===== src/sv/skt_pkg.sv =====
// ============================================================================
// SQL keyword tokenizer package
// Shared types, constants and character/keyword helper functions.
// ============================================================================
package skt_pkg;

    // Field widths fixed by the token format.
    localparam int START_W = 16;
    localparam int LEN_W   = 17;

    // Default statement size limit.
    localparam int MAX_STMT_BYTES_DEFAULT = 65536;

    // Tokens that one input beat can produce at most, and queue depth in groups.
    localparam int GRP_TOKENS     = 3;
    localparam int GRP_FIFO_DEPTH = 4;

    // Keyword slots in the candidate mask.
    localparam int KW_SELECT = 0;
    localparam int KW_FROM   = 1;
    localparam int KW_WHERE  = 2;
    localparam int KW_OR     = 3;
    localparam int KW_AND    = 4;
    localparam int KW_COUNT  = 5;

    // Character codes.
    localparam logic [7:0] CH_UPPER_A   = 8'h41;
    localparam logic [7:0] CH_UPPER_Z   = 8'h5A;
    localparam logic [7:0] CH_LOWER_A   = 8'h61;
    localparam logic [7:0] CH_LOWER_Z   = 8'h7A;
    localparam logic [7:0] CH_DIGIT_0   = 8'h30;
    localparam logic [7:0] CH_DIGIT_9   = 8'h39;
    localparam logic [7:0] CH_UNDERSCORE = 8'h5F;
    localparam logic [7:0] CH_EQ        = 8'h3D;
    localparam logic [7:0] CH_GT        = 8'h3E;
    localparam logic [7:0] CH_LT        = 8'h3C;
    localparam logic [7:0] CH_LPAREN    = 8'h28;
    localparam logic [7:0] CH_RPAREN    = 8'h29;
    localparam logic [7:0] CH_COMMA     = 8'h2C;
    localparam logic [7:0] CH_STAR      = 8'h2A;
    localparam logic [7:0] CASE_OFFSET  = 8'h20;

    typedef enum logic [3:0] {
        TK_END    = 4'd0,
        TK_SELECT = 4'd1,
        TK_FROM   = 4'd2,
        TK_WHERE  = 4'd3,
        TK_OR     = 4'd4,
        TK_AND    = 4'd5,
        TK_IDENT  = 4'd6,
        TK_NUMBER = 4'd7,
        TK_EQ     = 4'd8,
        TK_GT     = 4'd9,
        TK_LT     = 4'd10,
        TK_LPAREN = 4'd11,
        TK_RPAREN = 4'd12,
        TK_COMMA  = 4'd13,
        TK_STAR   = 4'd14
    } token_kind_t;

    // Input beat payload.
    typedef struct packed {
        logic       byte_valid;
        logic [7:0] char_byte;
        logic       end_of_statement;
    } in_beat_t;

    // Output beat payload.
    typedef struct packed {
        token_kind_t          token_kind;
        logic [START_W-1:0]   token_start;
        logic [LEN_W-1:0]     token_length;
        logic                 last_of_run;
    } token_t;

    // All tokens caused by one input beat.
    typedef struct packed {
        logic [1:0]                   count;
        token_t [GRP_TOKENS-1:0]      tok;
    } grp_t;

    // Queue status seen by both sides.
    typedef struct packed {
        logic full;
        logic empty;
    } fifo_stat_t;

    function automatic logic is_letter(logic [7:0] c);
        return ((c >= CH_LOWER_A) && (c <= CH_LOWER_Z)) ||
               ((c >= CH_UPPER_A) && (c <= CH_UPPER_Z));
    endfunction

    function automatic logic is_digit(logic [7:0] c);
        return (c >= CH_DIGIT_0) && (c <= CH_DIGIT_9);
    endfunction

    function automatic logic [7:0] to_upper(logic [7:0] c);
        return ((c >= CH_LOWER_A) && (c <= CH_LOWER_Z)) ? c - CASE_OFFSET : c;
    endfunction

    function automatic logic [2:0] kw_len(int idx);
        logic [2:0] len;
        unique case (idx)
            KW_SELECT: len = 3'd6;
            KW_FROM:   len = 3'd4;
            KW_WHERE:  len = 3'd5;
            KW_OR:     len = 3'd2;
            KW_AND:    len = 3'd3;
            default:   len = 3'd0;
        endcase
        return len;
    endfunction

    function automatic token_kind_t kw_kind(int idx);
        token_kind_t k;
        unique case (idx)
            KW_SELECT: k = TK_SELECT;
            KW_FROM:   k = TK_FROM;
            KW_WHERE:  k = TK_WHERE;
            KW_OR:     k = TK_OR;
            KW_AND:    k = TK_AND;
            default:   k = TK_IDENT;
        endcase
        return k;
    endfunction

    // Keyword text, one upper-case character per position.
    function automatic logic [7:0] kw_char(int idx, logic [2:0] p);
        logic [47:0] text;
        unique case (idx)
            KW_SELECT: text = "SELECT";
            KW_FROM:   text = {"FROM", 16'h0};
            KW_WHERE:  text = {"WHERE", 8'h0};
            KW_OR:     text = {"OR", 32'h0};
            KW_AND:    text = {"AND", 24'h0};
            default:   text = '0;
        endcase
        return text[(3'd5 - p) * 8 +: 8];
    endfunction

    // Narrow the keyword candidate mask with the byte at word offset pos.
    function automatic logic [KW_COUNT-1:0] kw_match(logic [KW_COUNT-1:0] cand,
                                                     logic [7:0] c,
                                                     logic [LEN_W-1:0] pos);
        logic [KW_COUNT-1:0] keep;
        logic [7:0]          u;
        keep = '0;
        u    = to_upper(c);
        for (int i = 0; i < KW_COUNT; i++) begin
            if (cand[i] && (pos < LEN_W'(kw_len(i))) && (kw_char(i, pos[2:0]) == u)) begin
                keep[i] = 1'b1;
            end
        end
        return keep;
    endfunction

    // Single-byte symbol kind; TK_END when the byte is no symbol.
    function automatic token_kind_t sym_kind(logic [7:0] c);
        token_kind_t k;
        unique case (c)
            CH_EQ:     k = TK_EQ;
            CH_GT:     k = TK_GT;
            CH_LT:     k = TK_LT;
            CH_LPAREN: k = TK_LPAREN;
            CH_RPAREN: k = TK_RPAREN;
            CH_COMMA:  k = TK_COMMA;
            CH_STAR:   k = TK_STAR;
            default:   k = TK_END;
        endcase
        return k;
    endfunction

endpackage


===== src/sv/skt_stream_if.sv =====
// ============================================================================
// Stream channel interface
// Valid/ready channel carrying one payload beat per handshake.
// ============================================================================
interface skt_stream_if #(parameter type payload_t = logic);
    logic     valid;
    logic     ready;
    payload_t payload;

    modport source (output valid, output payload, input ready);
    modport sink   (input valid, input payload, output ready);
endinterface


===== src/sv/skt_back.sv =====
// ============================================================================
// Tokenizer back end
// Walks the head token group and sends one token beat per cycle while the sink is ready and the queue is not empty.
// ============================================================================
module skt_back (
    input  logic                clk,
    input  logic                rst_n,
    input  skt_pkg::grp_t       head,
    input  skt_pkg::fifo_stat_t stat,
    output logic                pop,
    skt_stream_if.source        tokens
);
    import skt_pkg::*;

    logic [1:0] idx_reg, idx_next;
    logic       out_valid_reg, out_valid_next;
    token_t     tok_reg, tok_next;
    logic       load;
    logic       last;

    // Load the output register whenever the queue holds a group and the register is empty or being drained.
    assign load = !stat.empty && (!out_valid_reg || tokens.ready);
    assign last = (idx_reg == (head.count - 2'd1));
    assign pop  = load && last;

    always_comb
    begin
        idx_next       = idx_reg;
        out_valid_next = out_valid_reg;
        tok_next       = tok_reg;
        if (load) begin
            tok_next       = head.tok[idx_reg];
            out_valid_next = 1'b1;
            idx_next       = last ? 2'd0 : idx_reg + 2'd1;
        end else if (tokens.ready) begin
            out_valid_next = 1'b0;
        end
    end

    always_ff @(posedge clk or negedge rst_n)
    begin
        if (!rst_n) begin
            idx_reg       <= '0;
            out_valid_reg <= 1'b0;
        end else begin
            idx_reg       <= idx_next;
            out_valid_reg <= out_valid_next;
        end
    end

    // Output payload register.
    always_ff @(posedge clk)
    begin
        tok_reg <= tok_next;
    end

    assign tokens.valid   = out_valid_reg;
    assign tokens.payload = tok_reg;

endmodule


===== src/flat_wrapper.sv =====
// flat-port wrapper written by rule: the top's interface ports become plain ports
module skt_back_flat import skt_pkg::*;
  (clk, rst_n, head, stat, pop, tokens_valid, tokens_payload, tokens_ready);
  skt_stream_if tokens_i ();
  input  logic clk;
  input  logic rst_n;
  input  skt_pkg::grp_t head;
  input  skt_pkg::fifo_stat_t stat;
  output logic pop;
  output wire logic [$bits(tokens_i.valid)-1:0] tokens_valid;
  output wire logic [$bits(tokens_i.payload)-1:0] tokens_payload;
  input wire logic [$bits(tokens_i.ready)-1:0] tokens_ready;
  assign tokens_valid = tokens_i.valid;
  assign tokens_payload = tokens_i.payload;
  assign tokens_i.ready = tokens_ready;
  skt_back u_core (.clk(clk), .rst_n(rst_n), .head(head), .stat(stat), .pop(pop), .tokens(tokens_i));
endmodule

===== config.mk =====
export PLATFORM = sky130hd
export DESIGN_NAME = skt_back_flat
export DESIGN_NICKNAME = d
export VERILOG_FILES = /design/src/sv/skt_pkg.sv /design/src/sv/skt_stream_if.sv /design/src/sv/skt_back.sv /design/src/flat_wrapper.sv
export SDC_FILE = /design/constraint.sdc
export NUM_CORES = 1
export LEC_CHECK = 0
export BUFFER_PORTS_ARGS = -buffer_cell sky130_fd_sc_hd__buf_2
export CELL_PAD_IN_SITES_DETAIL_PLACEMENT = 0
export CELL_PAD_IN_SITES_GLOBAL_PLACEMENT = 1
export CORE_MARGIN = 5
export CORE_UTILIZATION = 10
export CTS_CLUSTER_SIZE = 8
export DETAILED_ROUTE_END_ITERATION = 7
export GPL_ROUTABILITY_DRIVEN = 0
export PLACE_DENSITY_LB_ADDON = 0.1
export SYNTH_ARGS = -nofsm -noshare
export SYNTH_HDL_FRONTEND = slang
export SYNTH_SLANG_ARGS = --single-unit

===== constraint.sdc =====
create_clock -name clk -period 1.1 [get_ports clk]
set_clock_uncertainty 0.1 [all_clocks]
set_input_delay 0.11 -clock clk [delete_from_list [all_inputs] [get_ports clk]]
set_output_delay 0.11 -clock clk [all_outputs]
set_load 0.05 [all_outputs]

# Word-level counts from Yosys, hierarchy flattened

Index checks and enable logic that the tools add are counted.

Bits in registers: 4
Word-level logic and storage cells: 18
Output and inout bits: 3
Input bits: 121

Order comparisons: 1
Add/sub/neg operators: 2
Reductions and logical operators: 6
Equality and inequality tests: 1
Mux-type cells: 5

Operator list:

| kind                | count |
|---|---|
| $bmux 38 s2         | 1 |
| $lt 2x3->1 const B  | 1 |
| $mux 1              | 3 |
| $add 2x1->2 const B | 1 |
| $eq 2x2->1          | 1 |
| $logic_and 1x1->1   | 2 |
| $logic_not 1->1     | 2 |
| $mux 2              | 1 |
| $reduce_bool 2->1   | 1 |
| $sub 2x1->2 const B | 1 |
| $logic_or 1x1->1    | 1 |

# Logic depth before layout (Yosys ltp)

Word-level depth: 4
Gate-level depth with buffers: 3
Depth with buffers taken out: 3

# Worst setup path after synthesis

Ideal clock, no wire load.

Kind: register to output
Start point: register u_core.out_valid_reg, in the netlist u_core.tokens.valid
End point: output pop
Path slack: -862 ps
Cell stages (with the launch flop): 4
Path buffers: 0
Required time: 890 ps
Arrival time: 1752 ps
Path through: dfrtp_1 nor2b_1 or2_2 nor2_1

Longest elaborated chain between the ends: 4

RTL lines:

| item                   | line              | source |
|---|---|---|
| start, declared        | skt_back.sv:16    | `logic out_valid_reg, out_valid_next;` |
| start signal, assigned | skt_back.sv:47    | `out_valid_reg <= out_valid_next;` |
| $logic_not 1->1        | skt_back.sv:22    | `assign load = !stat.empty && (!out_valid_reg \|\| tokens.ready);` |
| $logic_or 1x1->1       | skt_back.sv:22    |  |
| $logic_and 1x1->1      | skt_back.sv:22    |  |
| $logic_and 1x1->1      | skt_back.sv:24    | `assign pop = load && last;` |
| end, declared          | flat_wrapper.sv:9 | `output logic pop;` |

Every way passes these cells.

# Worst setup path after layout

Start point: register u_core.idx_reg[1]
End point: output pop

Longest elaborated chain between the ends: 2

RTL lines:

| item                   | line           | source |
|---|---|---|
| start, declared        | skt_back.sv:15 | `logic [1:0] idx_reg, idx_next;` |
| start signal, assigned | skt_back.sv:46 | `idx_reg <= idx_next;` |
| $eq 2x2->1             | skt_back.sv:23 | `assign last = (idx_reg == (head.count - 2'd1));` |
| $logic_and 1x1->1      | skt_back.sv:24 |  |

Every way passes these cells.

==> impl_metrics.csv <==
group,metric,value,unit
timing,slew_headroom,83.40,%
worst_setup_path,ff2ff_setup_slack,-0.21,ns
worst_setup_path,crit_end,"pop",
global_routing,first_global_vias,283,
final_layout,area_growth,105.6,%
power_and_ir_drop,p_total,0.0009355,W
timing,fmax,657.3,MHz
route,wirelength,799,um
route,drtIter0Drc,1,
final_layout,final_common_cell,"buf_2",
worst_setup_path,cp_max_fo,2,
cts,path_clk_slew,0.05,ns
final_layout,final-instance-count-excl-fill,78,
final_layout,largest_reg_flops,2,
cts,clockBufferDepth,2,
timing,min_period_over_period,138.3,%
timing,report.final.slew_viol_count,0,
cts,cts_root_buffer,"clkbuf_4",
floorplanning,std_cell_rows,18,
synth,synthCells,24,
route,vias_per_cell,3.423,
route,vias,267,
synth,syn_nets,145,
global_routing,grt_start_max_net_pins,7,
final_layout,diodes,0,
synth,synth_seq_cells,4,
global_routing,antenna_found_initial,0,
synth,synth-seq-area-share,42.86,%
floorplanning,die_h,59.52,um
floorplanning,ios,124,
synth,avgSynthCellArea,10.22,um^2
route,drc,0,
final_layout,num-nets-final,170,
global_routing,grt_pass1_wl,1214,um
cts,cts_buffers,3,
synth,netlist_area,245.2,um^2
worst_setup_path,cp-end-kind,"output pin",
job,max-cap-violations,0,
route,detail-route-antenna-nets,0,
final_layout,most-common-layout-cells,"9 x buf_2, 6 x buf_4, 3 x nand3b_1, 3 x clkbuf_4",
timing,worst_pin_slew,0.2507,ns
placement,dp_cells,71,
synth,ys_warn_count,0,
timing,setup_viol,5,
outcome,violations,"setup timing",
cts,htree_levels,1,
worst_setup_path,required,0.89,ns
worst_setup_path,reg2regPathDepth,4,
power_and_ir_drop,peakVddDrop,0.5739,mV
timing,period_minus_slack,1.521,ns
final_layout,drive_above_1_share,62.50,%
worst_setup_path,startpoint,"u_core.idx_reg[1]$_DFFE_PN0P_",
cts,clock_latency,0.25,ns
timing,hold_viol,0,
worst_setup_path,critPathKind,"register to output pin",
power_and_ir_drop,powerDensity,1855,mW/mm^2
floorplanning,core_area,0.002410,mm^2
route,first_pass_iters,2,
placement,numPortBuffers,11,
synth,ys_types,15,
worst_setup_path,start_kind,"register",
route,wl_per_cell,10.24,um
cts,cts_tree,"built",
floorplanning,die_width,59.52,um
cts,cts.sinks,4,
final_layout,fillCellCount,268,
power_and_ir_drop,p_leak,0.2221,nW
floorplanning,initial_core_util,10.18,%
worst_setup_path,r2r-start,"u_core.tokens.valid$_DFFE_PN0P_",
worst_setup_path,cp.arrival,1.31,ns
global_routing,grt-ovfl-total,0,
timing,rsz0062_at_grt,"yes",
global_routing,track_usage,5.027,%
timing,setup_tns,-0.9141,ns
floorplanning,die_area,0.003543,mm^2
timing,timing.final.ws_setup,-0.4214,ns
outcome,status,"finished with violations",
worst_setup_path,r2r_end,"u_core.tokens.payload$_DFFE_PP_",
worst_hold_path,hp-class,"input pin to register",
[power by group]
group,leakage (nW),switching [W],internal (W)
Sequential,0.0435,0.0000316,0.000201
Clock,0.0150,0.0000767,0.000137
Combinational,0.164,0.000231,0.000259
Total,0.222,0.000339,0.000597
[cells in the mapped netlist]
cell,number,area share (%)
dfrtp_1,3,31
nand3b_1,3,9.2
nor2b_1,3,7.7
mux2i_1,2,8.2
nand2b_1,2,5.1
o21ai_0,2,4.1
a2111oi_2,1,6.1
a21o_1,1,3.1
edfxtp_1,1,12
inv_1,1,1.5
nand2_1,1,1.5
nor2_1,1,1.5
o211ai_1,1,3.1
or2_2,1,2.6
xnor2_1,1,3.6
[what timing repair did]
item | in CTS | in global routing
hold buffers | 1 | 0
hold endpoints to repair | 3 | 0
gates resized for setup | 8 | 6
setup endpoints to repair | 4 | 6
setup buffers | 0 | 3
pin swaps | 3 | 2
[layout make-up]
class | count | area (um^2) | share of cell area [%]
Sequential cell | 4 | 106.4 | 21.09
Clock buffer | 4 | 26.28 | 5.211
Tap cell | 30 | 37.54 | 7.444
Timing Repair Buffer | 20 | 152.6 | 30.27
Inverter | 1 | 3.754 | 0.7444
Multi-Input combinational cell | 19 | 177.7 | 35.24
[metrics by stage]
step,setup WS [ns],hold WS (ns),util (%),area (um^2)
floorplan,-0.2875,-0.2856,-,264.0
global placement,-0.2807,-0.1886,16.67,401.6
detailed placement,-0.3040,-0.1872,16.67,401.6
CTS,-0.4300,0.06142,19.57,471.7
global route,-0.4943,0.05930,20.92,504.2
finish,-0.4214,0.07014,20.92,504.2
[critical path: stages (launching register included)]
cell	delay (ns)
dfrtp_1	0.39
xnor2_2	0.20
mux2i_2	0.29
nor2_4	0.05
buf_8	0.15
[cells by family after synthesis]
logic type / count (synthesis) / share of synthesized area, %
and+or+nand+nor: 11 / 27.55
AOI/OAI and AO/OA: 5 / 16.33
DFF: 4 / 42.86
muxes: 2 / 8.164
xor gates and xnor gates: 1 / 3.572
buffers and inverters: 1 / 1.529
[how the worst min path moves through the flow]
stage / startpoint / to / slack, ns / depth (start not counted)
after floorplan: rst_n / u_core.idx_reg[0]$_DFFE_PN0P_ / -0.29 / 0
after global placement: rst_n / u_core.idx_reg[0]$_DFFE_PN0P_ / -0.19 / 1
after detailed placement: rst_n / u_core.idx_reg[0]$_DFFE_PN0P_ / -0.19 / 1
after CTS: stat[0] / u_core.tokens.valid$_DFFE_PN0P_ / 0.06 / 3
after global routing: head[38] / u_core.tokens.payload$_DFFE_PP_ / 0.06 / 3
final: stat[0] / u_core.tokens.valid$_DFFE_PN0P_ / 0.07 / 3
[layer usage]
layer	GRT usage (%)	up-vias	share of wire (%)
li1	-	132	-
met1	5.072	122	44
met2	7.176	11	46
met3	2.832	2	7.1
met4	4.747	0	2.4
met5	0	-	0
No activity file was read; power rests on OpenSTA's default activity.
