==> config.mk <==
export PLATFORM = sky130hd
export DESIGN_NAME = skt_grp_fifo
export DESIGN_NICKNAME = d
export VERILOG_FILES = /design/src/sv/skt_pkg.sv /design/src/sv/skt_grp_fifo.sv
export SDC_FILE = /design/constraint.sdc
export NUM_CORES = 1
export LEC_CHECK = 0
export ABC_CLOCK_PERIOD_IN_PS = 11300
export BUFFER_PORTS_ARGS = -buffer_cell sky130_fd_sc_hd__buf_2
export CAP_MARGIN = 20
export CORE_MARGIN = 2
export CORE_UTILIZATION = 45
export DETAILED_ROUTE_END_ITERATION = 8
export HOLD_SLACK_MARGIN = 0.12
export PLACE_DENSITY = 0.61
export SLEW_MARGIN = 10
export SYNTH_ARGS = -nofsm -noshare
export SYNTH_HDL_FRONTEND = slang
export SYNTH_SLANG_ARGS = --single-unit
==> constraint.sdc <==
create_clock -name clk -period 11.3 [get_ports clk]
set_input_delay 0.565 -clock clk [delete_from_list [all_inputs] [get_ports clk]]
set_output_delay 0.565 -clock clk [all_outputs]
set_load 0.01 [all_outputs]
==> src/sv/skt_pkg.sv <==
// ============================================================================
// SQL keyword tokenizer package
// Shared types, constants and character/keyword helper functions.
// ============================================================================
package skt_pkg;

    // Field widths fixed by the token format.
    localparam int START_W = 16;
    localparam int LEN_W   = 17;

    // Default statement size limit.
    localparam int MAX_STMT_BYTES_DEFAULT = 65536;

    // Tokens that one input beat can produce at most, and queue depth in groups.
    localparam int GRP_TOKENS     = 3;
    localparam int GRP_FIFO_DEPTH = 4;

    // Keyword slots in the candidate mask.
    localparam int KW_SELECT = 0;
    localparam int KW_FROM   = 1;
    localparam int KW_WHERE  = 2;
    localparam int KW_OR     = 3;
    localparam int KW_AND    = 4;
    localparam int KW_COUNT  = 5;

    // Character codes.
    localparam logic [7:0] CH_UPPER_A   = 8'h41;
    localparam logic [7:0] CH_UPPER_Z   = 8'h5A;
    localparam logic [7:0] CH_LOWER_A   = 8'h61;
    localparam logic [7:0] CH_LOWER_Z   = 8'h7A;
    localparam logic [7:0] CH_DIGIT_0   = 8'h30;
    localparam logic [7:0] CH_DIGIT_9   = 8'h39;
    localparam logic [7:0] CH_UNDERSCORE = 8'h5F;
    localparam logic [7:0] CH_EQ        = 8'h3D;
    localparam logic [7:0] CH_GT        = 8'h3E;
    localparam logic [7:0] CH_LT        = 8'h3C;
    localparam logic [7:0] CH_LPAREN    = 8'h28;
    localparam logic [7:0] CH_RPAREN    = 8'h29;
    localparam logic [7:0] CH_COMMA     = 8'h2C;
    localparam logic [7:0] CH_STAR      = 8'h2A;
    localparam logic [7:0] CASE_OFFSET  = 8'h20;

    typedef enum logic [3:0] {
        TK_END    = 4'd0,
        TK_SELECT = 4'd1,
        TK_FROM   = 4'd2,
        TK_WHERE  = 4'd3,
        TK_OR     = 4'd4,
        TK_AND    = 4'd5,
        TK_IDENT  = 4'd6,
        TK_NUMBER = 4'd7,
        TK_EQ     = 4'd8,
        TK_GT     = 4'd9,
        TK_LT     = 4'd10,
        TK_LPAREN = 4'd11,
        TK_RPAREN = 4'd12,
        TK_COMMA  = 4'd13,
        TK_STAR   = 4'd14
    } token_kind_t;

    // Input beat payload.
    typedef struct packed {
        logic       byte_valid;
        logic [7:0] char_byte;
        logic       end_of_statement;
    } in_beat_t;

    // Output beat payload.
    typedef struct packed {
        token_kind_t          token_kind;
        logic [START_W-1:0]   token_start;
        logic [LEN_W-1:0]     token_length;
        logic                 last_of_run;
    } token_t;

    // All tokens caused by one input beat.
    typedef struct packed {
        logic [1:0]                   count;
        token_t [GRP_TOKENS-1:0]      tok;
    } grp_t;

    // Queue status seen by both sides.
    typedef struct packed {
        logic full;
        logic empty;
    } fifo_stat_t;

    function automatic logic is_letter(logic [7:0] c);
        return ((c >= CH_LOWER_A) && (c <= CH_LOWER_Z)) ||
               ((c >= CH_UPPER_A) && (c <= CH_UPPER_Z));
    endfunction

    function automatic logic is_digit(logic [7:0] c);
        return (c >= CH_DIGIT_0) && (c <= CH_DIGIT_9);
    endfunction

    function automatic logic [7:0] to_upper(logic [7:0] c);
        return ((c >= CH_LOWER_A) && (c <= CH_LOWER_Z)) ? c - CASE_OFFSET : c;
    endfunction

    function automatic logic [2:0] kw_len(int idx);
        logic [2:0] len;
        unique case (idx)
            KW_SELECT: len = 3'd6;
            KW_FROM:   len = 3'd4;
            KW_WHERE:  len = 3'd5;
            KW_OR:     len = 3'd2;
            KW_AND:    len = 3'd3;
            default:   len = 3'd0;
        endcase
        return len;
    endfunction

    function automatic token_kind_t kw_kind(int idx);
        token_kind_t k;
        unique case (idx)
            KW_SELECT: k = TK_SELECT;
            KW_FROM:   k = TK_FROM;
            KW_WHERE:  k = TK_WHERE;
            KW_OR:     k = TK_OR;
            KW_AND:    k = TK_AND;
            default:   k = TK_IDENT;
        endcase
        return k;
    endfunction

    // Keyword text, one upper-case character per position.
    function automatic logic [7:0] kw_char(int idx, logic [2:0] p);
        logic [47:0] text;
        unique case (idx)
            KW_SELECT: text = "SELECT";
            KW_FROM:   text = {"FROM", 16'h0};
            KW_WHERE:  text = {"WHERE", 8'h0};
            KW_OR:     text = {"OR", 32'h0};
            KW_AND:    text = {"AND", 24'h0};
            default:   text = '0;
        endcase
        return text[(3'd5 - p) * 8 +: 8];
    endfunction

    // Narrow the keyword candidate mask with the byte at word offset pos.
    function automatic logic [KW_COUNT-1:0] kw_match(logic [KW_COUNT-1:0] cand,
                                                     logic [7:0] c,
                                                     logic [LEN_W-1:0] pos);
        logic [KW_COUNT-1:0] keep;
        logic [7:0]          u;
        keep = '0;
        u    = to_upper(c);
        for (int i = 0; i < KW_COUNT; i++) begin
            if (cand[i] && (pos < LEN_W'(kw_len(i))) && (kw_char(i, pos[2:0]) == u)) begin
                keep[i] = 1'b1;
            end
        end
        return keep;
    endfunction

    // Single-byte symbol kind; TK_END when the byte is no symbol.
    function automatic token_kind_t sym_kind(logic [7:0] c);
        token_kind_t k;
        unique case (c)
            CH_EQ:     k = TK_EQ;
            CH_GT:     k = TK_GT;
            CH_LT:     k = TK_LT;
            CH_LPAREN: k = TK_LPAREN;
            CH_RPAREN: k = TK_RPAREN;
            CH_COMMA:  k = TK_COMMA;
            CH_STAR:   k = TK_STAR;
            default:   k = TK_END;
        endcase
        return k;
    endfunction

endpackage

==> src/sv/skt_grp_fifo.sv <==
// ============================================================================
// Token group queue
// Short queue of token groups between the front end and the back end.
// ============================================================================
module skt_grp_fifo (
    input  logic                clk,
    input  logic                rst_n,
    input  logic                push,
    input  skt_pkg::grp_t       wr_grp,
    input  logic                pop,
    output skt_pkg::grp_t       head,
    output skt_pkg::fifo_stat_t stat
);
    import skt_pkg::*;

    localparam int PTR_W = $clog2(GRP_FIFO_DEPTH);
    localparam int CNT_W = $clog2(GRP_FIFO_DEPTH + 1);
    localparam logic [CNT_W-1:0] DEPTH_CNT = GRP_FIFO_DEPTH[CNT_W-1:0];

    grp_t             mem [GRP_FIFO_DEPTH];
    logic [PTR_W-1:0] wr_ptr_reg, wr_ptr_next;
    logic [PTR_W-1:0] rd_ptr_reg, rd_ptr_next;
    logic [CNT_W-1:0] cnt_reg, cnt_next;

    assign stat.full  = (cnt_reg == DEPTH_CNT);
    assign stat.empty = (cnt_reg == '0);
    assign head       = mem[rd_ptr_reg];

    // Pointer and fill level update.
    always_comb
    begin
        wr_ptr_next = push ? PTR_W'(wr_ptr_reg + 1'b1) : wr_ptr_reg;
        rd_ptr_next = pop  ? PTR_W'(rd_ptr_reg + 1'b1) : rd_ptr_reg;
        cnt_next    = cnt_reg + CNT_W'(push) - CNT_W'(pop);
    end

    always_ff @(posedge clk or negedge rst_n)
    begin
        if (!rst_n) begin
            wr_ptr_reg <= '0;
            rd_ptr_reg <= '0;
            cnt_reg    <= '0;
        end else begin
            wr_ptr_reg <= wr_ptr_next;
            rd_ptr_reg <= rd_ptr_next;
            cnt_reg    <= cnt_next;
        end
    end

    // Group storage.
    always_ff @(posedge clk)
    begin
        if (push) begin
            mem[wr_ptr_reg] <= wr_grp;
        end
    end

endmodule

# ---- Yosys cells after proc, flatten, opt, wreduce, memory -nomap -nowiden
# Memories as Yosys holds them, arrays and structs flattened.
# Cells that the tools add are included.
dict set report word_totals {
  reg_bits 7
  in_bits 120
  memories 1
  out_inout_bits 118
  ramBits 464
}
dict set report op_classes {
  reduce_logical 1
  n_eq_ne 1
  mux 2
  addsub 4
}
# name words width read_ports rd_ports_with_merged_regs write_ports line_no
set memory_table {}
lappend memory_table {mem 4 116 1 0 1 skt_grp_fifo.sv:20} ;# grp_t mem [GRP_FIFO_DEPTH];
# cell n
set ops {}
lappend ops {{adder 2 x 1 -> 2 bit (second input constant)} 2}
lappend ops {{adder 3 x 1 -> 3 bit} 1}
lappend ops {{== test 3 bit (second input constant)} 1}
lappend ops {{zero test 3 bit} 1}
lappend ops {{subtractor 3 x 1 -> 3 bit} 1}
lappend ops {{two-way mux 1 bit} 2}

# ---- Logic depth before layout (Yosys ltp)
# Gate-level depths: netlist (run 1).
dict set report depth {
  word_depth 2
  ltp_mapped 7
  mapped_depth_nobuf 7
}

# ---- Worst setup path after synthesis (run 1)
# Ideal clock, no wire load.
dict set report synth_timing {
  kind {reg2reg}
  from {register wr_ptr_reg[0]}
  to {memory mem[0][0] (netlist bit) (enable)}
  t_arrival_ns 3.290
  required_ns 10.812
  path_slack_ns 7.522
  path_stages_with_launch 4
  path_cell_list {dfrtp_1 > inv_1 > ha_1 > and2_1}
}
# element line_no
set synth_rtl {}
lappend synth_rtl {{start, declared} skt_grp_fifo.sv:21} ;# logic [PTR_W-1:0] wr_ptr_reg, wr_ptr_next;
lappend synth_rtl {{start signal, assigned} skt_grp_fifo.sv:44} ;# wr_ptr_reg <= wr_ptr_next;
lappend synth_rtl {{end, declared} skt_grp_fifo.sv:20}
# No word-level cell before the write port.

==> impl_metrics.ini, run 1 <==
[outcome]
status = finished, final reports clean

[logic_synthesis]
synth_top_cell_area_share_pct = 81.58
synth_fp_nets = 767
synth_cells = 640
yosysTopAreaCell = edfxtp_1
ys_types = 17
avgSynthCellArea_um2 = 26.69
ys.warnings.count = 0
ys_top_cells_by_area = edfxtp_1 (82%), mux4_2 (15%), dfrtp_1 (1.0%), ha_1 (0.44%), buf_2 (0.41%)
synth-seq-cells = 471
syn-cell-area_um2 = 17080
yosysSeqAreaShare_pct = 82.60

[routing]
totalWireLength_um = 31340
vias = 7474
drt.antenna.violating_nets = 0
drt_iter0_drc = 420
topRoutingLayerUsed = met5
drt_first_pass_iters = 4
drc = 0
viasPerCell = 5.137
met1_length_um = 13140
wl_met2_um = 14730
detail_route.wl_per_cell_um = 21.54
wl_met3_um = 2712

[worst_hold_path]
min_to = mem[0][104]$_DFFE_PP_
hp-class = input pin to register
hold_depth = 1
hp-start = wr_grp[104]

[cts]
cts_root_buf = clkbuf_16
cts_tree = built
cts_buffer_depth = 3
cts_resized = 0
clk_latency_ps = 560
path_clk_slew_ps = 60
cts_setup_buffers = 0
ctsHoldBuffers = 1
clkSinkCount = 471
cts_buffers = 47
cts_max_level = 2

[pwr]
p_leak_uw = 0.006863
power_per_cell_area_nw_per_um2 = 259.3
peakVddDrop_v = 0.0001869

[place]
placedCellCount = 1370
portBuffers = 237
place_congestion = 0.6710
dp_hpwl_um = 18310
place_ws_ps = 8030

[timing]
rsz0062_at_grt = no
min_period_ps = 3716
worstMarginPinSlew_ps = 1005
tns_ps = 0
finalHoldViolations = 0
drv_slew = 0
hold_ws_ps = 209.0
finClkSkew_ps = 12.74
setup_slack_ps = 7584
max_clock_freq_mhz = 269.1
setup_viol = 0
slew_headroom_pct = 33.01
fin_crit_sh_pct = 32.88

[global_routing]
grt_pass1_wl_um = 47070
grt_pass1_vias = 7980
grt_max_degree = 63
overflow = 0
grt.total_usage_pct = 16.16
antenna_found_initial = 8

[setup_path]
worstRegToRegCells = 4
criticalPathCategory = register to output pin
crit_required_ps = 10740
timing.rr.start = wr_ptr_reg[1]$_DFFE_PN0P_
worstReg2RegEnd = mem[1][73]$_DFFE_PP_
crit_fanout = 46
start_kind = register
end_kind = output pin
ff2ff_setup_slack_ps = 8610
crit_arrival_ps = 3150

[floorplan]
initial_core_util_pct = 45.56
io-pin-count = 238
die_w_um = 198.8
dieArea_um2 = 39530
fp.dieH_um = 198.8
rows = 71
core_um2 = 37490

[layout]
drive_gt1_share_pct = 45.31
largest_register_ff_count = 464
layoutNonFillerInstCount = 1455
finalNetCount = 1036
areaGrowthSynthToFinish_pct = 18.45
final_cell_mix = edfxtp_1 (464), buf_2 (237), mux4_2 (116)
mostFrequentLayoutCell = edfxtp_1

[flow_run]
max-cap-violations = 0
-- cell usage after synthesis (all sizes together) --
| cell | instances |
|---|---|
| o21ai | 1 |
| and2 | 4 |
| clkbuf | 7 |
| xnor2 | 3 |
| nor3 | 1 |
| dfrtp | 7 |
| mux4 | 116 |
| ha | 6 |
| xor2 | 2 |
| inv | 6 |
| and3 | 1 |
| fa | 1 |
| buf | 19 |
| edfxtp | 464 |
| nand2 | 2 |
-- layer usage --
layer	GRT usage (%)	vias up
met1	21.31	3892
li1	-	3301
met3	5.731	59
met4	5.777	8
met5	0	-
met2	25.05	214
-- worst max-delay path: stages, from the launching register on --
cell and delay (ps):
dfrtp_4 940, buf_4 830, mux4_2 630, buf_2 160
-- cell type report --
cell class | count | area [um2]
fillers | 2908 | 17260
flip-flops and latches | 471 | 14120
multi-input cells | 137 | 2810
clock buffers | 63 | 1279
repair buffers | 246 | 1256
well taps | 511 | 639.4
clock inverters | 15 | 92.59
inverters | 6 | 22.52
diodes | 6 | 15.01
-- report_power, final --
group	internal, uW	total, uW	switching (uW)
sequential	2290	2440	153
clock	809	1410	601
combinational	658	1390	736
-- metrics by stage --
step	cell area, um2	utilization [%]	total power, uW
2_1_floorplan	17080	-	3392
3_3_place_gp	18830	50.24	3905
3_5_place_dp	18830	50.24	3921
4_1_cts	20220	53.93	5343
5_1_grt	20220	53.94	5514
6_report	20230	53.96	5246
-- logic make-up (layout without fill, tap and decap cells) --
group / after synthesis / in the layout / share of synthesized area (%)
AO/OA/AOI/OAI: 1 / 1 / 0.02927
XOR/XNOR: 5 / 5 / 0.2564
AND/OR/NAND/NOR: 8 / 8 / 0.2564
buffers and inverters: 32 / 330 / 1.004
other: 0 / 6 / 0
flip-flops: 471 / 471 / 82.60
adder cells (fa/ha/maj): 7 / 7 / 0.5567
multiplexers: 116 / 116 / 15.30
-- worst max-delay path by stage --
stage	from	to	slack (ps)	depth (start not counted)
5_1_grt	rd_ptr_reg[0]$_DFFE_PN0P_	head[80]	7300	3
3_5_place_dp	rd_ptr_reg[0]$_DFFE_PN0P_	head[83]	8030	3
4_1_cts	rd_ptr_reg[0]$_DFFE_PN0P_	head[83]	7410	3
2_1_floorplan	wr_ptr_reg[0]$_DFFE_PN0P_	mem[0][0]$_DFFE_PP_	7520	3
3_3_place_gp	rd_ptr_reg[0]$_DFFE_PN0P_	head[26]	8060	3
6_report	rd_ptr_reg[0]$_DFFE_PN0P_	head[83]	7580	3
(Power assumes the default switching activity.)
==> inputs of run 2 (changes only) <==
--- a/config.mk
+++ b/config.mk
@@ -5,14 +5,14 @@
 export SDC_FILE = /design/constraint.sdc
 export NUM_CORES = 1
 export LEC_CHECK = 0
-export ABC_CLOCK_PERIOD_IN_PS = 11300
+export ABC_CLOCK_PERIOD_IN_PS = 3100
 export BUFFER_PORTS_ARGS = -buffer_cell sky130_fd_sc_hd__buf_2
 export CAP_MARGIN = 20
 export CORE_MARGIN = 2
 export CORE_UTILIZATION = 45
 export DETAILED_ROUTE_END_ITERATION = 8
 export HOLD_SLACK_MARGIN = 0.12
-export PLACE_DENSITY = 0.61
+export PLACE_DENSITY = 0.64
 export SLEW_MARGIN = 10
 export SYNTH_ARGS = -nofsm -noshare
 export SYNTH_HDL_FRONTEND = slang
==> constraint.sdc (replaced) <==
create_clock -name clk -period 3.1 [get_ports clk]
set_input_delay 0.155 -clock clk [delete_from_list [all_inputs] [get_ports clk]]
set_output_delay 0.155 -clock clk [all_outputs]
set_load 0.01 [all_outputs]
==> run 2 against run 1 <==
  * Register-to-register slack worse by 7400 ps
  * Sequential cell count unchanged
  * Clock power rose to 4.0 times the previous value
  * First-iteration DRC count up 15%
  * Setup slack worse by 7100 ps
  * Global-route usage up 0.85 points
  * Non-clock buffer count up 127
  * Sequential share of layout area down 5.0 points
  * Total power rose to 3.8 times the previous value
  * Utilization up 4.1 points
  * Largest power group unchanged
==> impl_metrics.ini, run 2 (same netlist as run 1, synthesis figures left out) <==
[place]
portBuffers = 237
place_congestion = 0.7028
placedCellCount = 1378
dp_hpwl_um = 19220
dpl-instance-area_um2 = 19030

[timing]
finalHoldViolations = 0
slew_headroom_pct = 56.72
finClkSkew_ps = 26.86
tns_ps = 0
drv_slew = 0
fin_crit_sh_pct = 85.34
rsz0062_at_grt = no
min_period_ps = 2646
setup_viol = 0
worstMarginPinSlew_ps = 649.2
max_clock_freq_mhz = 378.0

[floorplan]
initial_core_util_pct = 45.56
rows = 71
dieArea_um2 = 39530
fp.dieH_um = 198.8
die_w_um = 198.8
core_um2 = 37490
io-pin-count = 238

[setup_path]
crit_arrival_ps = 2490
crit_fanout = 24
timing.rr.start = wr_ptr_reg[0]$_DFFE_PN0P_
ff2ff_setup_slack_ps = 1160
worstRegToRegCells = 4
end_kind = output pin
crit_path_start = rd_ptr_reg[0]$_DFFE_PN0P_
worstReg2RegEnd = mem[0][63]$_DFFE_PP_
crit_required_ps = 2940
start_kind = register
crit_path_end = head[32]
criticalPathCategory = register to output pin

[layout]
areaGrowthSynthToFinish_pct = 27.54
fill_cells = 2790
utilization_pct = 58.11
multi_input_area_um2 = 2810
finalNetCount = 1163
drive_gt1_share_pct = 41.15
largest_register_ff_count = 464
layoutNonFillerInstCount = 1587
mostFrequentLayoutCell = edfxtp_1
final_area_um2 = 21780
final_cell_mix = edfxtp_1 (464), buf_2 (237), dlygate4sd3_1 (120)
layout.area.seq_um2 = 14120

[routing]
drt_first_pass_iters = 4
viasPerCell = 5.058
drt_iter0_drc = 484
topRoutingLayerUsed = met4
wl_met2_um = 16400
met1_length_um = 13950
detail_route.wl_per_cell_um = 20.78
drt.antenna.violating_nets = 0
wl_met3_um = 1834
vias = 8027
drc = 0
totalWireLength_um = 32970

[cts]
cts_max_level = 2
path_clk_slew_ps = 60
clkSinkCount = 471
cts_setup_buffers = 0
cts_buffer_depth = 3
cts_tree = built
cts_root_buf = clkbuf_16
ctsHoldBuffers = 120
cts_buffers = 47
cts_resized = 0
clk_latency_ps = 580

[pwr]
p_leak_uw = 0.007515
power_per_cell_area_nw_per_um2 = 916.2
peakVddDrop_v = 0.0006747
finalPower_uw = 19960

[flow_run]
max-cap-violations = 0

[global_routing]
grt_pass1_vias = 8591
grt.total_usage_pct = 17.01
antenna_found_initial = 2
grt_max_degree = 57
grt_pass1_wl_um = 49830
overflow = 0

[worst_hold_path]
hold_depth = 2
hp-class = input pin to register

[outcome]
status = finished, final reports clean
==> run 2: cell types whose count changed in the layout (fill, tap and decap cells not counted), moves of 2 or more <==
cell	delta
clkbuf_1	-6
diode_2	-4
clkinv_1	+6
clkinvlp_4	+2
dlygate4sd3_1	+119
buf_12	+11
buf_4	-3
bufinv_16	+5
==> run 2: per-stage QoR <==
stage	hold WS (ps)	setup WS (ps)
after CTS	300.5	341.6
after detailed placement	6.886	971.9
final	327.9	454.3
after global placement	5.100	975.4
after floorplan	-140.6	609.7
after global routing	325.3	259.3
==> run 2: where the power goes <==
part / leakage (uW) / total [uW] / switching, uW / internal, uW
Clock: 0.000752 / 5640 / 2310 / 3340
Sequential: 0.00434 / 8710 / 392 / 8320
Combinational: 0.00242 / 5600 / 2940 / 2660
Total: 0.00751 / 20000 / 5640 / 14300
==> run 2: critical path, stage by stage (launching register included) <==
cell     delay (ps)
dfrtp_4         760
buf_4           430
mux4_2          560
buf_2           160
==> run 2: layer usage <==
| layer | track usage, % | up-vias |
|---|---|---|
| met5 | 0 | - |
| met4 | 6.468 | 0 |
| met3 | 3.493 | 46 |
| met2 | 28.43 | 224 |
| met1 | 22.16 | 4177 |
| li1 | - | 3580 |
==> run 2: how the worst min path moves through the flow <==
stage | end | start | slack, ps
finish | mem[3][49]$_DFFE_PP_ | wr_grp[49] | 330
CTS | mem[3][16]$_DFFE_PP_ | wr_grp[16] | 300
floorplan | cnt_reg[0]$_DFF_PN0_ | rst_n | -140
global route | mem[0][45]$_DFFE_PP_ | wr_grp[45] | 330
detailed placement | cnt_reg[0]$_DFF_PN0_ | rst_n | 7
global placement | cnt_reg[0]$_DFF_PN0_ | rst_n | 5
==> run 2: layout make-up <==
cell class	instances	share of cell area, %
clock inverters	31	1.442
inverters	6	0.1034
well taps	511	2.935
repair buffers	373	12.14
flip-flops and latches	471	64.80
diodes	2	0.02298
clock buffers	56	5.652
multi-input cells	137	12.90
